File: config.mk
export PLATFORM = sky130hd
export DESIGN_NAME = tick_clock_timer_queue
export DESIGN_NICKNAME = d
export VERILOG_FILES = /design/src/sv/tcq_pkg.sv /design/src/sv/tick_clock_timer_queue.sv /design/src/sv/tcq_ram.sv
export SDC_FILE = /design/constraint.sdc
export NUM_CORES = 2
export LEC_CHECK = 0
export BUFFER_PORTS_ARGS = -buffer_cell sky130_fd_sc_hd__buf_2
export CORE_UTILIZATION = 65
export CTS_CLUSTER_SIZE = 10
export DETAILED_ROUTE_END_ITERATION = 16
export MAX_ROUTING_LAYER = met4
export PLACE_DENSITY = 0.83
export SLEW_MARGIN = 20
export SYNTH_ARGS = -nofsm -noshare
export SYNTH_HDL_FRONTEND = slang
export SYNTH_SLANG_ARGS = --single-unit
File: constraint.sdc
create_clock -name clk -period 15.4 [get_ports clk]
set_input_delay 2.31 -clock clk [delete_from_list [all_inputs] [get_ports clk]]
set_output_delay 2.31 -clock clk [all_outputs]
set_load 0.01 [all_outputs]
File: src/sv/tcq_pkg.sv
// Shared types and constants for the tick clock timer queue.
// No dependencies.
`default_nettype none
package tcq_pkg;

  localparam int SLOT_COUNT_DEF = 16;
  localparam int MAX_RESULTS    = 16;
  localparam int CNT_W          = 5;
  localparam logic [31:0] NS_PER_SEC = 32'd1000000000;
  localparam logic [29:0] RES_RESET  = 30'd10000000;

  localparam logic [1:0] CMD_TICK   = 2'd0;
  localparam logic [1:0] CMD_ARM    = 2'd1;
  localparam logic [1:0] CMD_CANCEL = 2'd2;
  localparam logic [1:0] CMD_SLEW   = 2'd3;

  typedef enum logic [3:0] {
    ST_IDLE,
    ST_NORM,
    ST_T_SLEW,
    ST_T_CLK,
    ST_S_RD,
    ST_S_CMP,
    ST_S_END,
    ST_S_FIRE,
    ST_P_ADD,
    ST_P_WR,
    ST_S_NEXT,
    ST_A_REL,
    ST_A_CHK,
    ST_A_WR,
    ST_OUT
  } state_t;

endpackage
`default_nettype wire

File: src/sv/tick_clock_timer_queue.sv
// Top level: time-of-day clock with timer slots, scanned by one compare unit.
// Depends on tcq_pkg and tcq_ram.
//
//  channel | dir | transfer when           | contents
//  in_     | in  | in_tvalid & in_tready  | tuser command, tdata arm/cancel/slew fields
//  out_    | out | out_tvalid & out_tready| tuser fired, tdata clock/slot/accepted, tlast
//  cfg_    | in  | cfg_wr_en              | tick resolution in ns
//
// Cancel and set correction go straight to the output wait; arm normalises, checks and
// writes the expiry first. Tick updates the clock, then per fired slot scans all slots through
// the expiry RAM read port and fires and reloads, plus one final empty scan when fewer than
// 16 slots fire; each result adds its output wait.
// in_tready is low from acceptance until the last result transfers.
// rst_n is synchronous; all slots are unset after reset.
`default_nettype none
module tick_clock_timer_queue #(
  parameter int SLOT_COUNT = tcq_pkg::SLOT_COUNT_DEF
) (
  input  wire logic         clk,
  input  wire logic         rst_n,
  input  wire logic         in_tvalid,
  output logic              in_tready,
  // slot[3:0] when_seconds[35:4] when_nanoseconds[65:36] is_absolute[66]
  // is_periodic[67] period_seconds[99:68] period_nanoseconds[129:100]
  // slew_delta_ns[149:130] slew_ticks[181:150], zero pad
  input  wire logic [183:0] in_tdata,
  // command[1:0]
  input  wire logic [1:0]   in_tuser,
  output logic              out_tvalid,
  input  wire logic         out_tready,
  // clock_seconds_now[31:0] clock_nanoseconds_now[61:32] fired_slot[65:62]
  // accepted[66], zero pad
  output logic      [71:0]  out_tdata,
  // fired[0]
  output logic              out_tuser,
  output logic              out_tlast,
  input  wire logic         cfg_wr_en,
  input  wire logic [29:0]  cfg_wr_data
);

  localparam int AW = (SLOT_COUNT > 1) ? $clog2(SLOT_COUNT) : 1;

  tcq_pkg::state_t state_r, state_nxt, ret_r, ret_nxt;

  logic [29:0] res_r, res_nxt;
  logic [31:0] clk_sec_r, clk_sec_nxt;
  logic [29:0] clk_ns_r, clk_ns_nxt;
  logic [19:0] slew_d_r, slew_d_nxt;
  logic [31:0] slew_rem_r, slew_rem_nxt;
  logic [31:0] acc_sec_r, acc_sec_nxt;
  logic [31:0] acc_ns_r, acc_ns_nxt;
  logic [61:0] exp_r, exp_nxt;
  logic [61:0] best_exp_r, best_exp_nxt;
  logic [AW-1:0] best_r, best_nxt;
  logic found_r, found_nxt;
  logic [AW-1:0] idx_r, idx_nxt;
  logic [tcq_pkg::CNT_W-1:0] n_r, n_nxt;
  logic [AW-1:0] pend_r, pend_nxt;
  logic pend_v_r, pend_v_nxt;
  logic [SLOT_COUNT-1:0] set_r, set_nxt, per_r, per_nxt, done_r, done_nxt;
  logic [3:0]  slot_r, slot_nxt;
  logic abs_r, abs_nxt, perf_r, perf_nxt;
  logic [31:0] psec_r, psec_nxt;
  logic [29:0] pns_r, pns_nxt;
  logic [31:0] o_sec_r, o_sec_nxt;
  logic [29:0] o_ns_r, o_ns_nxt;
  logic o_fired_r, o_fired_nxt, o_acc_r, o_acc_nxt, o_last_r, o_last_nxt;
  logic [3:0]  o_slot_r, o_slot_nxt;

  logic          in_xfer, out_xfer, in_range, slot_range, ns_big, elig, better, arm_ok;
  logic [3:0]    in_slot;
  logic [AW-1:0] in_addr, slot_addr;
  logic [61:0]   exp_rd, prd_rd, cur;
  logic          exp_we;
  logic [AW-1:0] exp_waddr;
  logic [61:0]   exp_wdata;

  assign in_xfer    = in_tvalid && in_tready;
  assign out_xfer   = out_tvalid && out_tready;
  assign in_slot    = in_tdata[3:0];
  assign in_addr    = AW'(in_slot);
  assign slot_addr  = AW'(slot_r);
  assign in_range   = {3'b000, in_slot} < 7'(SLOT_COUNT);
  assign slot_range = {3'b000, slot_r} < 7'(SLOT_COUNT);
  assign ns_big     = acc_ns_r >= tcq_pkg::NS_PER_SEC;
  assign cur        = {clk_sec_r, clk_ns_r};
  assign elig       = set_r[idx_r] && !done_r[idx_r] && (exp_rd <= cur);
  assign better     = !found_r || (exp_rd < best_exp_r);
  assign arm_ok     = slot_range && ({acc_sec_r, acc_ns_r[29:0]} > cur);

  assign exp_we    = (state_r == tcq_pkg::ST_P_WR) || (state_r == tcq_pkg::ST_A_WR);
  assign exp_waddr = (state_r == tcq_pkg::ST_P_WR) ? best_r : slot_addr;
  assign exp_wdata = (state_r == tcq_pkg::ST_P_WR) ? {acc_sec_r, acc_ns_r[29:0]} : exp_r;

  tcq_ram #(.W(62), .DEPTH(SLOT_COUNT), .AW(AW)) u_exp_ram (
    .clk  (clk),
    .we   (exp_we),
    .waddr(exp_waddr),
    .wdata(exp_wdata),
    .raddr(idx_r),
    .rdata(exp_rd)
  );

  tcq_ram #(.W(62), .DEPTH(SLOT_COUNT), .AW(AW)) u_prd_ram (
    .clk  (clk),
    .we   (state_r == tcq_pkg::ST_A_WR),
    .waddr(slot_addr),
    .wdata({acc_sec_r, acc_ns_r[29:0]}),
    .raddr(best_r),
    .rdata(prd_rd)
  );

  // next state
  always_comb begin
    state_nxt = state_r;
    ret_nxt   = ret_r;
    case (state_r)
      tcq_pkg::ST_IDLE: begin
        if (in_xfer) begin
          case (in_tuser)
            tcq_pkg::CMD_TICK: state_nxt = tcq_pkg::ST_T_SLEW;
            tcq_pkg::CMD_ARM: begin
              state_nxt = tcq_pkg::ST_NORM;
              ret_nxt   = tcq_pkg::ST_A_REL;
            end
            default: begin
              state_nxt = tcq_pkg::ST_OUT;
              ret_nxt   = tcq_pkg::ST_IDLE;
            end
          endcase
        end
      end
      tcq_pkg::ST_NORM: begin
        if (!ns_big) begin
          state_nxt = ret_r;
        end
      end
      tcq_pkg::ST_T_SLEW: begin
        state_nxt = tcq_pkg::ST_NORM;
        ret_nxt   = tcq_pkg::ST_T_CLK;
      end
      tcq_pkg::ST_T_CLK: state_nxt = tcq_pkg::ST_S_RD;
      tcq_pkg::ST_S_RD:  state_nxt = tcq_pkg::ST_S_CMP;
      tcq_pkg::ST_S_CMP: begin
        if (idx_r == AW'(SLOT_COUNT - 1)) begin
          state_nxt = tcq_pkg::ST_S_END;
        end else begin
          state_nxt = tcq_pkg::ST_S_RD;
        end
      end
      tcq_pkg::ST_S_END: begin
        if (!found_r) begin
          state_nxt = tcq_pkg::ST_OUT;
          ret_nxt   = tcq_pkg::ST_IDLE;
        end else if (pend_v_r) begin
          state_nxt = tcq_pkg::ST_OUT;
          ret_nxt   = tcq_pkg::ST_S_FIRE;
        end else begin
          state_nxt = tcq_pkg::ST_S_FIRE;
        end
      end
      tcq_pkg::ST_S_FIRE: begin
        if (per_r[best_r]) begin
          state_nxt = tcq_pkg::ST_P_ADD;
        end else begin
          state_nxt = tcq_pkg::ST_S_NEXT;
        end
      end
      tcq_pkg::ST_P_ADD: begin
        state_nxt = tcq_pkg::ST_NORM;
        ret_nxt   = tcq_pkg::ST_P_WR;
      end
      tcq_pkg::ST_P_WR: state_nxt = tcq_pkg::ST_S_NEXT;
      tcq_pkg::ST_S_NEXT: begin
        if (n_r == tcq_pkg::CNT_W'(tcq_pkg::MAX_RESULTS)) begin
          state_nxt = tcq_pkg::ST_OUT;
          ret_nxt   = tcq_pkg::ST_IDLE;
        end else begin
          state_nxt = tcq_pkg::ST_S_RD;
        end
      end
      tcq_pkg::ST_A_REL: begin
        state_nxt = abs_r ? tcq_pkg::ST_A_CHK : tcq_pkg::ST_NORM;
        ret_nxt   = tcq_pkg::ST_A_CHK;
      end
      tcq_pkg::ST_A_CHK: begin
        if (arm_ok) begin
          state_nxt = tcq_pkg::ST_NORM;
          ret_nxt   = tcq_pkg::ST_A_WR;
        end else begin
          state_nxt = tcq_pkg::ST_OUT;
          ret_nxt   = tcq_pkg::ST_IDLE;
        end
      end
      tcq_pkg::ST_A_WR: begin
        state_nxt = tcq_pkg::ST_OUT;
        ret_nxt   = tcq_pkg::ST_IDLE;
      end
      tcq_pkg::ST_OUT: begin
        if (out_xfer) begin
          state_nxt = ret_r;
        end
      end
      default: state_nxt = tcq_pkg::ST_IDLE;
    endcase
  end

  // datapath
  always_comb begin
    res_nxt      = cfg_wr_en ? cfg_wr_data : res_r;
    clk_sec_nxt  = clk_sec_r;
    clk_ns_nxt   = clk_ns_r;
    slew_d_nxt   = slew_d_r;
    slew_rem_nxt = slew_rem_r;
    acc_sec_nxt  = acc_sec_r;
    acc_ns_nxt   = acc_ns_r;
    exp_nxt      = exp_r;
    best_exp_nxt = best_exp_r;
    best_nxt     = best_r;
    found_nxt    = found_r;
    idx_nxt      = idx_r;
    n_nxt        = n_r;
    pend_nxt     = pend_r;
    pend_v_nxt   = pend_v_r;
    set_nxt      = set_r;
    per_nxt      = per_r;
    done_nxt     = done_r;
    slot_nxt     = slot_r;
    abs_nxt      = abs_r;
    perf_nxt     = perf_r;
    psec_nxt     = psec_r;
    pns_nxt      = pns_r;
    o_sec_nxt    = o_sec_r;
    o_ns_nxt     = o_ns_r;
    o_fired_nxt  = o_fired_r;
    o_slot_nxt   = o_slot_r;
    o_acc_nxt    = o_acc_r;
    o_last_nxt   = o_last_r;
    case (state_r)
      tcq_pkg::ST_IDLE: begin
        if (in_xfer) begin
          slot_nxt    = in_slot;
          abs_nxt     = in_tdata[66];
          perf_nxt    = in_tdata[67];
          psec_nxt    = in_tdata[99:68];
          pns_nxt     = in_tdata[129:100];
          o_sec_nxt   = clk_sec_r;
          o_ns_nxt    = clk_ns_r;
          o_fired_nxt = 1'b0;
          o_slot_nxt  = 4'd0;
          o_acc_nxt   = 1'b0;
          o_last_nxt  = 1'b1;
          case (in_tuser)
            tcq_pkg::CMD_TICK: begin
              acc_sec_nxt = clk_sec_r;
              acc_ns_nxt  = {2'b00, clk_ns_r} + {2'b00, res_r};
            end
            tcq_pkg::CMD_ARM: begin
              acc_sec_nxt = in_tdata[35:4];
              acc_ns_nxt  = {2'b00, in_tdata[65:36]};
            end
            tcq_pkg::CMD_CANCEL: begin
              if (in_range && set_r[in_addr]) begin
                set_nxt[in_addr] = 1'b0;
                per_nxt[in_addr] = 1'b0;
                o_acc_nxt        = 1'b1;
              end
            end
            default: begin
              slew_d_nxt   = in_tdata[149:130];
              slew_rem_nxt = in_tdata[181:150];
            end
          endcase
        end
      end
      tcq_pkg::ST_NORM: begin
        if (ns_big) begin
          acc_ns_nxt  = acc_ns_r - tcq_pkg::NS_PER_SEC;
          acc_sec_nxt = acc_sec_r + 32'd1;
        end
      end
      tcq_pkg::ST_T_SLEW: acc_ns_nxt = acc_ns_r + {12'd0, slew_d_r};
      tcq_pkg::ST_T_CLK: begin
        clk_sec_nxt = acc_sec_r;
        clk_ns_nxt  = acc_ns_r[29:0];
        if (slew_rem_r != 32'd0) begin
          slew_rem_nxt = slew_rem_r - 32'd1;
          if (slew_rem_r == 32'd1) begin
            slew_d_nxt = 20'd0;
          end
        end
        done_nxt   = '0;
        n_nxt      = '0;
        pend_v_nxt = 1'b0;
        idx_nxt    = '0;
        found_nxt  = 1'b0;
      end
      tcq_pkg::ST_S_CMP: begin
        if (elig && better) begin
          found_nxt    = 1'b1;
          best_nxt     = idx_r;
          best_exp_nxt = exp_rd;
        end
        if (idx_r != AW'(SLOT_COUNT - 1)) begin
          idx_nxt = idx_r + AW'(1);
        end
      end
      tcq_pkg::ST_S_END: begin
        o_sec_nxt   = clk_sec_r;
        o_ns_nxt    = clk_ns_r;
        o_acc_nxt   = 1'b0;
        o_fired_nxt = pend_v_r;
        o_slot_nxt  = pend_v_r ? 4'(pend_r) : 4'd0;
        o_last_nxt  = !found_r;
      end
      tcq_pkg::ST_S_FIRE: begin
        done_nxt[best_r] = 1'b1;
        pend_nxt         = best_r;
        pend_v_nxt       = 1'b1;
        n_nxt            = n_r + tcq_pkg::CNT_W'(1);
        if (!per_r[best_r]) begin
          set_nxt[best_r] = 1'b0;
        end
      end
      tcq_pkg::ST_P_ADD: begin
        acc_sec_nxt = best_exp_r[61:30] + prd_rd[61:30];
        acc_ns_nxt  = {2'b00, best_exp_r[29:0]} + {2'b00, prd_rd[29:0]};
      end
      tcq_pkg::ST_S_NEXT: begin
        idx_nxt     = '0;
        found_nxt   = 1'b0;
        o_sec_nxt   = clk_sec_r;
        o_ns_nxt    = clk_ns_r;
        o_acc_nxt   = 1'b0;
        o_fired_nxt = 1'b1;
        o_slot_nxt  = 4'(pend_r);
        o_last_nxt  = 1'b1;
      end
      tcq_pkg::ST_A_REL: begin
        if (!abs_r) begin
          acc_sec_nxt = acc_sec_r + clk_sec_r;
          acc_ns_nxt  = acc_ns_r + {2'b00, clk_ns_r};
        end
      end
      tcq_pkg::ST_A_CHK: begin
        exp_nxt     = {acc_sec_r, acc_ns_r[29:0]};
        acc_sec_nxt = psec_r;
        acc_ns_nxt  = {2'b00, pns_r};
        o_acc_nxt   = 1'b0;
      end
      tcq_pkg::ST_A_WR: begin
        set_nxt[slot_addr] = 1'b1;
        per_nxt[slot_addr] = perf_r;
        o_acc_nxt          = 1'b1;
      end
      default: ;
    endcase
  end

  always_ff @(posedge clk) begin
    if (!rst_n) begin
      state_r    <= tcq_pkg::ST_IDLE;
      ret_r      <= tcq_pkg::ST_IDLE;
      res_r      <= tcq_pkg::RES_RESET;
      clk_sec_r  <= '0;
      clk_ns_r   <= '0;
      slew_d_r   <= '0;
      slew_rem_r <= '0;
      set_r      <= '0;
      per_r      <= '0;
      done_r     <= '0;
      pend_v_r   <= 1'b0;
      found_r    <= 1'b0;
      n_r        <= '0;
      idx_r      <= '0;
    end else begin
      state_r    <= state_nxt;
      ret_r      <= ret_nxt;
      res_r      <= res_nxt;
      clk_sec_r  <= clk_sec_nxt;
      clk_ns_r   <= clk_ns_nxt;
      slew_d_r   <= slew_d_nxt;
      slew_rem_r <= slew_rem_nxt;
      set_r      <= set_nxt;
      per_r      <= per_nxt;
      done_r     <= done_nxt;
      pend_v_r   <= pend_v_nxt;
      found_r    <= found_nxt;
      n_r        <= n_nxt;
      idx_r      <= idx_nxt;
    end
  end

  always_ff @(posedge clk) begin
    acc_sec_r  <= acc_sec_nxt;
    acc_ns_r   <= acc_ns_nxt;
    exp_r      <= exp_nxt;
    best_exp_r <= best_exp_nxt;
    best_r     <= best_nxt;
    pend_r     <= pend_nxt;
    slot_r     <= slot_nxt;
    abs_r      <= abs_nxt;
    perf_r     <= perf_nxt;
    psec_r     <= psec_nxt;
    pns_r      <= pns_nxt;
    o_sec_r    <= o_sec_nxt;
    o_ns_r     <= o_ns_nxt;
    o_fired_r  <= o_fired_nxt;
    o_slot_r   <= o_slot_nxt;
    o_acc_r    <= o_acc_nxt;
    o_last_r   <= o_last_nxt;
  end

  // outputs
  assign in_tready  = (state_r == tcq_pkg::ST_IDLE);
  assign out_tvalid = (state_r == tcq_pkg::ST_OUT);
  assign out_tdata  = {5'd0, o_acc_r, o_slot_r, o_ns_r, o_sec_r};
  assign out_tuser  = o_fired_r;
  assign out_tlast  = o_last_r;

endmodule
`default_nettype wire

File: src/sv/tcq_ram.sv
// Generic single-write, single-read RAM with registered read data.
// No dependencies.
`default_nettype none
module tcq_ram #(
  parameter int W     = 62,
  parameter int DEPTH = 16,
  parameter int AW    = (DEPTH > 1) ? $clog2(DEPTH) : 1
) (
  input  wire logic          clk,
  input  wire logic          we,
  input  wire logic [AW-1:0] waddr,
  input  wire logic [W-1:0]  wdata,
  input  wire logic [AW-1:0] raddr,
  output logic      [W-1:0]  rdata
);

  logic [W-1:0] mem [DEPTH];

  always_ff @(posedge clk) begin
    if (we) begin
      mem[waddr] <= wdata;
    end
    rdata <= mem[raddr];
  end

endmodule
`default_nettype wire

==> impl_results.html <==
<table>
<tr><th>Metric</th><th>Value</th></tr>
<tr><th colspan="2">Power and ir drop</th></tr>
<tr><td>Pint</td><td>13.8 mW</td></tr>
<tr><td>Register share of total power</td><td>0.471</td></tr>
<tr><td>Switching part of the total power</td><td>0.296</td></tr>
<tr><td>Gate power share</td><td>0.181</td></tr>
<tr><td>Psw</td><td>5.81 mW</td></tr>
<tr><td>Clk pwr share</td><td>0.348</td></tr>
<tr><td>Total leakage power</td><td>between 40 and 50 nW</td></tr>
<tr><td>Overall power</td><td>19.6 mW</td></tr>
<tr><td>Areal power density over the cells</td><td>~160 mW/mm^2</td></tr>
<tr><td>Peak supply drop</td><td>159 uV</td></tr>
<tr><th colspan="2">Global routing</th></tr>
<tr><td>Pin count of the biggest net entering global routing</td><td>between 150 and 200</td></tr>
<tr><td>Number of global-route vias before repair</td><td>69.3k</td></tr>
<tr><td>Total congestion overflow</td><td>0</td></tr>
<tr><td>Global-route wire length before repair</td><td>494 mm</td></tr>
<tr><td>Total routing resource utilization after global routing</td><td>0.417</td></tr>
<tr><td>Number of antenna violations at the first check in global routing</td><td>31</td></tr>
<tr><th colspan="2">Timing</th></tr>
<tr><td>Fin crit share</td><td>0.365</td></tr>
<tr><td>Setup total negative slack</td><td>0 ns</td></tr>
<tr><td>Final setup fails</td><td>0</td></tr>
<tr><td>Max Clock Freq</td><td>178 MHz</td></tr>
<tr><td>Clock period minus final worst setup slack</td><td>5.62 ns</td></tr>
<tr><td>Slew of the pin with the lowest slew margin</td><td>1.15 ns</td></tr>
<tr><td>Clock Skews</td><td>0.0560 ns</td></tr>
<tr><td>Final count of hold timing violations</td><td>0</td></tr>
<tr><td>Unrepaired setup endpoints after global routing</td><td>no</td></tr>
<tr><td>Setup slack of the critical path after layout</td><td>between 9 and 10 ns</td></tr>
<tr><td>Number of max-slew violations in the final report</td><td>0</td></tr>
<tr><td>Worst Hold Slack</td><td>0.459 ns</td></tr>
<tr><td>Slew HR</td><td>0.236</td></tr>
<tr><th colspan="2">Route</th></tr>
<tr><td>Vias</td><td>roughly 70k</td></tr>
<tr><td>Detailed Route Iter0 Violations</td><td>around 12k</td></tr>
<tr><td>Wirelength per Cell</td><td>35.9 microns</td></tr>
<tr><td>Post-DRT Antenna Nets</td><td>0</td></tr>
<tr><td>Overall routed net length</td><td>350 mm</td></tr>
<tr><td>Length of the first detailed-routing pass in iterations</td><td>14</td></tr>
<tr><td>Routed via count divided by cell count</td><td>7.18</td></tr>
<tr><td>DRC violation count after routing</td><td>2</td></tr>
<tr><th colspan="2">Synth</th></tr>
<tr><td>Yosys warning total</td><td>0</td></tr>
<tr><td>Compound-cell area share of the yosys netlist</td><td>0.0670</td></tr>
<tr><td>Most area-hungry cell type in the Yosys netlist</td><td>sky130_fd_sc_hd__edfxtp_1</td></tr>
<tr><td>Xor/xnor cell area share of the yosys netlist</td><td>0.0109</td></tr>
<tr><td>Area share of and/or/nand/nor cells after synthesis</td><td>0.0477</td></tr>
<tr><td>Mapped cell area</td><td>0.112 sq mm</td></tr>
<tr><td>Synth async-reset ratio</td><td>0</td></tr>
<tr><td>Seq/Total Area, Yosys</td><td>0.681</td></tr>
<tr><td>Top-area cell type share of the netlist area</td><td>0.621</td></tr>
<tr><td>Multiplexer fraction of the synthesized cell area</td><td>0.137</td></tr>
<tr><td>Post-Synthesis Mean Instance Area</td><td>16.7 sq um</td></tr>
<tr><td>Leading register cell type out of synthesis</td><td>sky130_fd_sc_hd__edfxtp_1</td></tr>
<tr><td>Flip-flop and latch count after synthesis</td><td>2652</td></tr>
<tr><td>Top cells by area in the synthesized netlist</td><td>sky130_fd_sc_hd__edfxtp_1 (62%), sky130_fd_sc_hd__mux4_2 (13%), sky130_fd_sc_hd__dfxtp_1 (6.0%), sky130_fd_sc_hd__ha_1 (3.8%), sky130_fd_sc_hd__a21oi_1 (1.9%)</td></tr>
<tr><td>Adder and majority cell fraction of the synthesized area</td><td>0.0392</td></tr>
<tr><td>Number of enable flip-flop cells after synthesis</td><td>2317</td></tr>
<tr><td>Netlist cell types</td><td>81</td></tr>
<tr><td>Cell count after synthesis</td><td>6721</td></tr>
<tr><td>Largest family of logic cells by synthesized area</td><td>multiplexers</td></tr>
<tr><th colspan="2">Floorplanning</th></tr>
<tr><td>Initial cell density of the core</td><td>0.658</td></tr>
<tr><td>Horizontal die dimension</td><td>417 microns</td></tr>
<tr><td>Placeable core region</td><td>between 0.15 and 0.2 sq mm</td></tr>
<tr><td>Y dimension of the die</td><td>417 microns</td></tr>
<tr><td>Placement row count</td><td>151</td></tr>
<tr><td>Ports</td><td>297</td></tr>
<tr><td>Die area</td><td>0.174 sq mm</td></tr>
<tr><th colspan="2">CTS</th></tr>
<tr><td>Insertion delay to the later sink of the worst-skew pair</td><td>0.97 ns</td></tr>
<tr><td>Number of sinks driven by the clock tree</td><td>2652</td></tr>
<tr><td>CTS-repair resized insts</td><td>0</td></tr>
<tr><td>Post-CTS Hold Fix Bufs</td><td>0</td></tr>
<tr><td>Clock slew at the register clock pins of the worst setup and hold paths</td><td>0.06 ns</td></tr>
<tr><td>Post-CTS Repair Setup Buffers</td><td>0</td></tr>
<tr><td>Number of buffers created by CTS</td><td>319</td></tr>
<tr><td>Root buf cell</td><td>sky130_fd_sc_hd__clkbuf_16</td></tr>
<tr><td>Clock tree buffer depth</td><td>4</td></tr>
<tr><td>TritonCTS clock tree</td><td>built</td></tr>
<tr><td>Clock H-tree levels</td><td>5</td></tr>
<tr><th colspan="2">Placement</th></tr>
<tr><td>Placement-stage cell area</td><td>0.117 sq mm</td></tr>
<tr><td>Total placed cells including tap cells</td><td>between 9k and 10k</td></tr>
<tr><td>Gpl congestion</td><td>1.04</td></tr>
<tr><td>Final HPWL DP</td><td>203 mm</td></tr>
<tr><td>Total of buffers placed on input and output ports</td><td>289</td></tr>
<tr><td>Pre-CTS WS</td><td>about 10 ns</td></tr>
<tr><th colspan="2">Setup path</th></tr>
<tr><td>Cells traversed along the worst timing path</td><td>buf_4 &gt; nor2b_1 &gt; nand3_4 &gt; nand2_1 &gt; nand2_1 &gt; ha_1 &gt; fa_1 &gt; a211oi_1 &gt; nor2_1 &gt; o31ai_1 &gt; a2111oi_0 &gt; nor3_1 &gt; o21ai_0 &gt; xnor2_1 &gt; o21ai_0 &gt; a221o_1</td></tr>
<tr><td>Highest-delay cell along the critical path</td><td>sky130_fd_sc_hd__nor2b_1</td></tr>
<tr><td>Slowest cell delay on critical path</td><td>0.72 ns</td></tr>
<tr><td>R2r startpoint</td><td>state_r[1]</td></tr>
<tr><td>Setup crit end kind</td><td>flop</td></tr>
<tr><td>WS Path Type</td><td>flop to flop</td></tr>
<tr><td>Data arrival time of the worst path</td><td>6.31 ns</td></tr>
<tr><td>Depth of the most critical reg-to-reg path</td><td>16</td></tr>
<tr><td>R2R Setup Slk</td><td>9.78 ns</td></tr>
<tr><td>Endpoint of the worst-slack reg-to-reg timing path</td><td>acc_ns_r[26]</td></tr>
<tr><td>Worst endpoint required time</td><td>around 16 ns</td></tr>
<tr><td>Peak fanout along the critical path</td><td>40</td></tr>
<tr><td>Startpoint types</td><td>flop</td></tr>
<tr><th colspan="2">Min path</th></tr>
<tr><td>Capture endpoint of the worst hold path</td><td>o_sec_r[0]</td></tr>
<tr><td>Hold Path Stages</td><td>0</td></tr>
<tr><td>Type of the tightest min-delay check</td><td>flop to flop</td></tr>
<tr><td>Start point of the worst hold path</td><td>clk_sec_r[0]</td></tr>
<tr><th colspan="2">Layout</th></tr>
<tr><td>Fraction of final layout cells with drive strength greater than 1</td><td>0.215</td></tr>
<tr><td>Multi-input logic area</td><td>0.0342 sq mm</td></tr>
<tr><td>Combined flip-flop and latch cell area</td><td>0.0763 sq mm</td></tr>
<tr><td>Number of standard cells in the layout, taps in and fillers out</td><td>9746</td></tr>
<tr><td>Filler cell count in the final layout</td><td>9560</td></tr>
<tr><td>Most frequent cells in the layout</td><td>sky130_fd_sc_hd__edfxtp_1 (2317), sky130_fd_sc_hd__mux4_2 (630), sky130_fd_sc_hd__a21oi_1 (413)</td></tr>
<tr><td>End-of-flow core utilization</td><td>0.741</td></tr>
<tr><td>Fin nets</td><td>7767</td></tr>
<tr><td>Leading cell type in the layout, fill and taps excluded</td><td>sky130_fd_sc_hd__edfxtp_1</td></tr>
<tr><td>Final Instance Area</td><td>0.126 sq mm</td></tr>
<tr><td>Synth-to-layout area growth</td><td>12.6%</td></tr>
<tr><th colspan="2">Status</th></tr>
<tr><td>Violations in the final reports</td><td>DRC</td></tr>
<tr><td>Result of the run</td><td>finished, violations left</td></tr>
<tr><th colspan="2">Run</th></tr>
<tr><td>Max-cap violations</td><td>0</td></tr>
</table>
-- kinds of logic (layout without fill, tap and decap cells) --
logic type | after synthesis | in the layout
fa+ha+maj | 348 | 348
simple gates | 1165 | 1165
xor+xnor | 140 | 140
other cells | 1 | 23
buf+inv | 500 | 1208
compound gates | 1178 | 1178
mux | 737 | 737
flops | 2652 | 2652
-- power groups by stage --
stage               Combinational (mW)  Clock, mW  Sequential [mW]
floorplan                         1.76          0             9.34
global placement                  3.24          0             9.31
detailed placement                3.34          0             9.34
CTS                               3.41       6.83             9.20
global route                      3.70       7.11             9.23
finish                            3.55       6.82             9.23
-- cells in the mapped netlist, drive strengths merged (65+ instances only) --
cell type	instances
nand2	400
ha	343
clkbuf	230
edfxtp	2317
xnor2	75
a21oi	416
a21o	147
xor2	65
nor3	68
inv	186
mux4	630
nor2	337
buf	84
o21ai	240
nand3	78
dfxtp	335
-- area by class of cell --
class,instances,area share
Antenna cell,18,0.000357
Clock buffer,543,0.0714
Clock inverter,13,0.000923
Inverter,186,0.00557
Multi-Input combinational cell,3573,0.271
Sequential cell,2652,0.605
Tap cell,2295,0.0228
Timing Repair Buffer,466,0.0231
-- metal layers --
layer,vias to the layer above,track usage,part of all wire
met3,1182,0.0890,0.12
li1,27800,-,-
met5,-,-,0
met2,5763,0.624,0.47
met1,35200,0.544,0.35
met4,0,0.218,0.063
-- worst max-delay path by stage --
stage               slack [ns]          from  cells after the start            end
CTS                       9.93    state_r[1]                     17   acc_ns_r[28]
floorplan                 6.25  clk_ns_r[19]                     12  best_exp_r[0]
detailed placement        9.96    state_r[1]                     17   acc_ns_r[28]
global placement         10.01    state_r[1]                     16   acc_ns_r[26]
finish                    9.78    state_r[1]                     16   acc_ns_r[26]
global route              9.42    state_r[1]                     15   acc_ns_r[23]
-- sequential cells by signal, indices dropped and copies added, names as in the netlist, 62 cells and up --
register / count
u_prd_ram.mem: 992
u_prd_ram.rdata: 62
exp_r: 62
best_exp_r: 62
u_exp_ram.rdata: 62
u_exp_ram.mem: 992
-- critical path, delay by kind of cell, from the launching register on --
| kind | cells | cell delay [ns] |
|---|---|---|
| DFF | 1 | 0.31 |
| adders and majority gates | 2 | 0.73 |
| xor gates and xnor gates | 1 | 0.23 |
| buffers and inverters | 1 | 0.30 |
| and+or+nand+nor | 6 | 2.19 |
| AOI/OAI and AO/OA | 6 | 1.58 |
Note: power is estimated with default switching activity, not from simulation.
